$ cat src/hw/rtl/see_pkg.sv
package see_pkg;

    typedef enum logic [2:0] {
        KIND_OPERAND = 3'd0,
        KIND_ADD     = 3'd1,
        KIND_SUB     = 3'd2,
        KIND_MUL     = 3'd3,
        KIND_DIV     = 3'd4
    } kind_t;

    typedef enum logic [1:0] {
        ST_OK        = 2'd0,
        ST_UNDERFLOW = 2'd1,
        ST_DIVZERO   = 2'd2,
        ST_TOOMANY   = 2'd3
    } status_t;

    typedef struct packed {
        logic [2:0]         cmd;
        logic signed [63:0] operand_value;
        logic               last_token;
    } in_beat_t;

    typedef struct packed {
        logic signed [63:0] value;
        logic [1:0]         status;
    } out_beat_t;

    typedef enum logic [3:0] {
        S_LOAD,
        S_FIRST,
        S_FETCH,
        S_TOKEN,
        S_POP_A,
        S_POP_B,
        S_OP,
        S_MUL,
        S_DIV,
        S_PUSH,
        S_TOP,
        S_DONE
    } state_t;

    // request to the arithmetic unit and its answer
    typedef struct packed {
        logic        start;
        logic [2:0]  kind;
        logic [63:0] left;
        logic [63:0] right;
    } alu_req_t;

    typedef struct packed {
        logic        done;
        logic [63:0] result;
    } alu_rsp_t;

endpackage

$ cat src/hw/rtl/see_alu.sv
module see_alu
    import see_pkg::*;
(
    input  logic     clk,
    input  logic     rst_n,
    input  alu_req_t req,
    output alu_rsp_t rsp
);

    typedef enum logic [1:0] {A_IDLE, A_MUL, A_DIV, A_FIN} alu_state_t;

    alu_state_t  st_reg, st_next;
    logic [6:0]  cnt_reg, cnt_next;
    logic [63:0] a_reg, a_next;
    logic [63:0] b_reg, b_next;
    logic [63:0] acc_reg, acc_next;
    logic [63:0] rem_reg, rem_next;
    logic        neg_reg, neg_next;
    logic [1:0]  part_reg, part_next;
    logic [31:0] pa, pb;
    logic [63:0] prod;
    logic [64:0] trial;
    logic [63:0] shifted;
    logic [63:0] lneg, rneg;

    always_ff @(posedge clk or negedge rst_n)
    begin
        if (!rst_n)
        begin
            st_reg <= A_IDLE;
        end
        else
        begin
            st_reg <= st_next;
        end
    end

    always_ff @(posedge clk)
    begin
        cnt_reg  <= cnt_next;
        a_reg    <= a_next;
        b_reg    <= b_next;
        acc_reg  <= acc_next;
        rem_reg  <= rem_next;
        neg_reg  <= neg_next;
        part_reg <= part_next;
    end

    assign lneg = 64'd0 - req.left;
    assign rneg = 64'd0 - req.right;

    // three 32x32 partial products build the low 64 bits
    always_comb
    begin
        unique case (part_reg)
            2'd0:    begin pa = a_reg[31:0];  pb = b_reg[31:0];  end
            2'd1:    begin pa = a_reg[63:32]; pb = b_reg[31:0];  end
            default: begin pa = a_reg[31:0];  pb = b_reg[63:32]; end
        endcase
        prod = {32'd0, pa} * {32'd0, pb};
    end

    assign shifted = {rem_reg[62:0], a_reg[63]};
    assign trial   = {1'b0, shifted} - {1'b0, b_reg};

    always_comb
    begin
        st_next   = st_reg;
        cnt_next  = cnt_reg;
        a_next    = a_reg;
        b_next    = b_reg;
        acc_next  = acc_reg;
        rem_next  = rem_reg;
        neg_next  = neg_reg;
        part_next = part_reg;
        rsp.done   = 1'b0;
        rsp.result = acc_reg;
        unique case (st_reg)
            A_IDLE:
            begin
                if (req.start)
                begin
                    acc_next  = 64'd0;
                    rem_next  = 64'd0;
                    cnt_next  = 7'd0;
                    part_next = 2'd0;
                    if (req.kind == KIND_MUL)
                    begin
                        a_next  = req.left;
                        b_next  = req.right;
                        st_next = A_MUL;
                    end
                    else
                    begin
                        a_next   = req.left[63] ? lneg : req.left;
                        b_next   = req.right[63] ? rneg : req.right;
                        neg_next = req.left[63] ^ req.right[63];
                        st_next  = A_DIV;
                    end
                end
            end
            A_MUL:
            begin
                if (part_reg == 2'd0)
                begin
                    acc_next = acc_reg + prod;
                end
                else
                begin
                    acc_next = acc_reg + {prod[31:0], 32'd0};
                end
                part_next = part_reg + 2'd1;
                if (part_reg == 2'd2)
                begin
                    st_next = A_FIN;
                end
            end
            A_DIV:
            begin
                // one quotient bit a cycle, restoring
                if (!trial[64])
                begin
                    rem_next = trial[63:0];
                    a_next   = {a_reg[62:0], 1'b1};
                end
                else
                begin
                    rem_next = shifted;
                    a_next   = {a_reg[62:0], 1'b0};
                end
                cnt_next = cnt_reg + 7'd1;
                if (cnt_reg == 7'd63)
                begin
                    acc_next = neg_reg ? 64'd0 - a_next : a_next;
                    st_next  = A_FIN;
                end
            end
            default:
            begin
                rsp.done = 1'b1;
                st_next  = A_IDLE;
            end
        endcase
    end

endmodule

$ cat config.mk
export PLATFORM = sky130hd
export DESIGN_NAME = see_alu
export DESIGN_NICKNAME = d
export VERILOG_FILES = /design/src/hw/rtl/see_pkg.sv /design/src/hw/rtl/see_alu.sv
export SDC_FILE = /design/constraint.sdc
export NUM_CORES = 2
export LEC_CHECK = 0
export ABC_CLOCK_PERIOD_IN_PS = 16200
export BUFFER_PORTS_ARGS = -buffer_cell sky130_fd_sc_hd__clkbuf_2
export CAP_MARGIN = 20
export CORE_MARGIN = 5
export CORE_UTILIZATION = 65
export DETAILED_ROUTE_END_ITERATION = 16
export PLACE_DENSITY = 0.83
export SETUP_SLACK_MARGIN = 0.1
export SLEW_MARGIN = 20
export SYNTH_ARGS = -nofsm -noshare
export SYNTH_HDL_FRONTEND = slang
export SYNTH_SLANG_ARGS = --single-unit
export TNS_END_PERCENT = 5
$ cat constraint.sdc
create_clock -name clk -period 16.2 [get_ports clk]
set_input_delay 0.81 -clock clk [delete_from_list [all_inputs] [get_ports clk]]
set_output_delay 0.81 -clock clk [all_outputs]
set_load 0.005 [all_outputs]
==> impl_metrics.yaml <==
routing:
  top_layer_used: "met5"
  viasPerCell: 6.479
  wl_met3_um: 27570
  dr.pass1.iters: 9
  vias: 50680
  finalWirelength_um: 205900
  wl_met2_um: 86920
  drc: 0
  drtAntennaViolNets: 0
  wl_met1_um: 72370
  drt_iter0_markers: 6112
  wl_per_cell_um: 26.32
sta:
  worstMarginPinSlew_ps: 1333
  fin_crit_sh_pct: 82.26
  rsz0062_at_grt: "no"
  slew_viol_final: 0
  holdWs_ps: 530.6
  fmax_mhz: 75.04
  slew_headroom_pct: 10.83
  hold_viol_final: 0
  finClkSkew_ps: 52.91
  setup_violations: 0
  setup_tns_ps: 0
  finalCriticalPeriod_ps: 13330
synth:
  synth_area_sq_mm: 0.05679
  synth_fp_nets: 8059
  synth-edff-count: 265
  syn_avg_cell_area_sq_um: 8.621
  ys_warn_count: 0
  synth-seq-cells: 267
  async_flop_share_pct: 0.7491
  yosysUniqueCellTypes: 90
  synth_flop_cell: "edfxtp_1"
  syn_inst: 6587
  ys_seq_area_share_pct: 14.10
worst_setup_path:
  crit_type: "flip-flop to flip-flop"
  worst_path_most_repeated_cell: "fa_1"
  arrival_ps: 13650
  worstPathRequired_ps: 16530
  cp_max_fo: 54
  crit_path_end_kind: "flip-flop"
  reg2regPathDepth: 39
  startpoint_type: "flip-flop"
  r2r-end: "acc_reg[60]"
  r2r_slack_ps: 2870
  reg2reg_from: "part_reg[1]"
  cpPeakStageDelay_ps: 990
  crit_slowest_cell: "mux2i_2"
floorplan:
  die-area_sq_mm: 0.09338
  initial_core_util_pct: 65.46
  fp.coreArea_sq_mm: 0.08675
  die_x_um: 305.6
  pin_count: 199
  die_h_um: 305.6
  fp-row-count: 108
layout:
  final_cell_mix: "970 x inv_1, 899 x fa_1, 847 x nor2_1"
  syn_to_final_growth_pct: 6.407
  nFillCells: 6914
  final_nets: 8109
  layout_commonest_cell: "inv_1"
  drive_gt1_share_pct: 7.565
placed_design:
  gp_congestion: 1.071
  portBuffers: 198
  dpl.hpwl_um: 165500
clock_network:
  ctsRootBufferMaster: "clkbuf_16"
  worstSkewPairLatency_ps: 600
  tritoncts: "yes"
  clock_path_buffers: 3
  clkTransAtPathRegs_ps: 70
  cts_htree_levels: 2
  cts_buffers: 34
  clock-sinks: 267
grt:
  grt_pass1_wl_um: 308000
  grt_pass1_vias: 51240
  grt_max_degree: 132
  grt_antenna_before_repair: 10
  gr-total-overflow: 0
  grt_use_total_pct: 43.46
hold_path:
  min_to: "b_reg[57]"
  whs_path_depth: 2
  hp-class: "input port to flip-flop"
  min_from: "req[57]"
flow_run:
  maxCapViolCount: 0
outcome:
  run_status: "complete, no violations"
timing repair:
action	CTS	global route
resized for setup	0	0
buffers inserted	0	0
hold buffers	1	0
endpoints found under the hold margin	2	0
cell families after synthesis:
logic type | synth area share (%)
AND/OR/NAND/NOR | 15.73
adder cells (fa/ha/maj) | 41.36
AO/OA/AOI/OAI | 12.55
flip-flops | 14.10
multiplexers | 2.113
XOR/XNOR | 5.676
buffers and inverters | 8.469
per-layer routing:
metal / track usage [%] / vias up
li1: - / 21570
met1: 54.52 / 24570
met2: 64.62 / 3545
met3: 14.01 / 964
met4: 29.36 / 22
met5: 0 / -
cell type report:
| class | instances | area, sq um | share of cell area [%] |
|---|---|---|---|
| tap | 1155 | 1445 | 2.392 |
| clock buffer | 40 | 873.3 | 1.445 |
| inverter | 974 | 3657 | 6.052 |
| sequential | 267 | 8008 | 13.25 |
| multi-input combinational | 5044 | 44290 | 73.30 |
| clock inverter | 21 | 226.5 | 0.3748 |
| timing repair buffer | 316 | 1912 | 3.164 |
| antenna | 5 | 12.51 | 0.02071 |
how the worst max path moves through the flow:
stage                        endpoint  cells after the start   startpoint
after global placement    acc_reg[60]                     40  part_reg[0]
after detailed placement  acc_reg[60]                     40  part_reg[0]
final                     acc_reg[60]                     39  part_reg[1]
after floorplan              a_reg[0]                      6    st_reg[0]
after CTS                 acc_reg[60]                     40  part_reg[0]
after global routing      acc_reg[60]                     40  part_reg[0]
per-stage QoR:
step | cells | util (%) | setup WS (ps) | area, sq um
floorplan | 6587 | - | 4695 | 56790
global placement | 7754 | 68.29 | 3331 | 59240
detailed placement | 7754 | 68.29 | 3111 | 59240
CTS | 7816 | 69.57 | 3088 | 60350
global route | 7817 | 69.64 | 2239 | 60410
finish | 7822 | 69.65 | 2875 | 60430
cells in the mapped netlist (56+ instances only):
master    instances  share of area [%]
nand3_1          73               0.64
fa_1            899                 32
clkbuf_1        280                1.9
mux2i_1          76                1.3
xnor2_1         213                3.3
xor2_1          155                2.4
o21ai_0         271                2.4
ha_1            439                9.7
a21o_1          120                1.6
nor3_1           56               0.49
nand2_1         770                5.1
inv_1           971                6.4
nor2_1          848                5.6
a21oi_1         340                3.0
edfxtp_1        265                 14
worst max-delay path: cells and delay by family (launching register included):
family          cells  cell delay, ps
compound gates     14            3140
buf+inv             6            1520
simple gates        5            1440
mux                 1             990
xor+xnor            2             350
fa+ha+maj          11            5120
flops               1             390
Power is left out: the tool's default activity adds up to more than one toggle a clock period on the data nets, which glitch-free logic cannot reach.
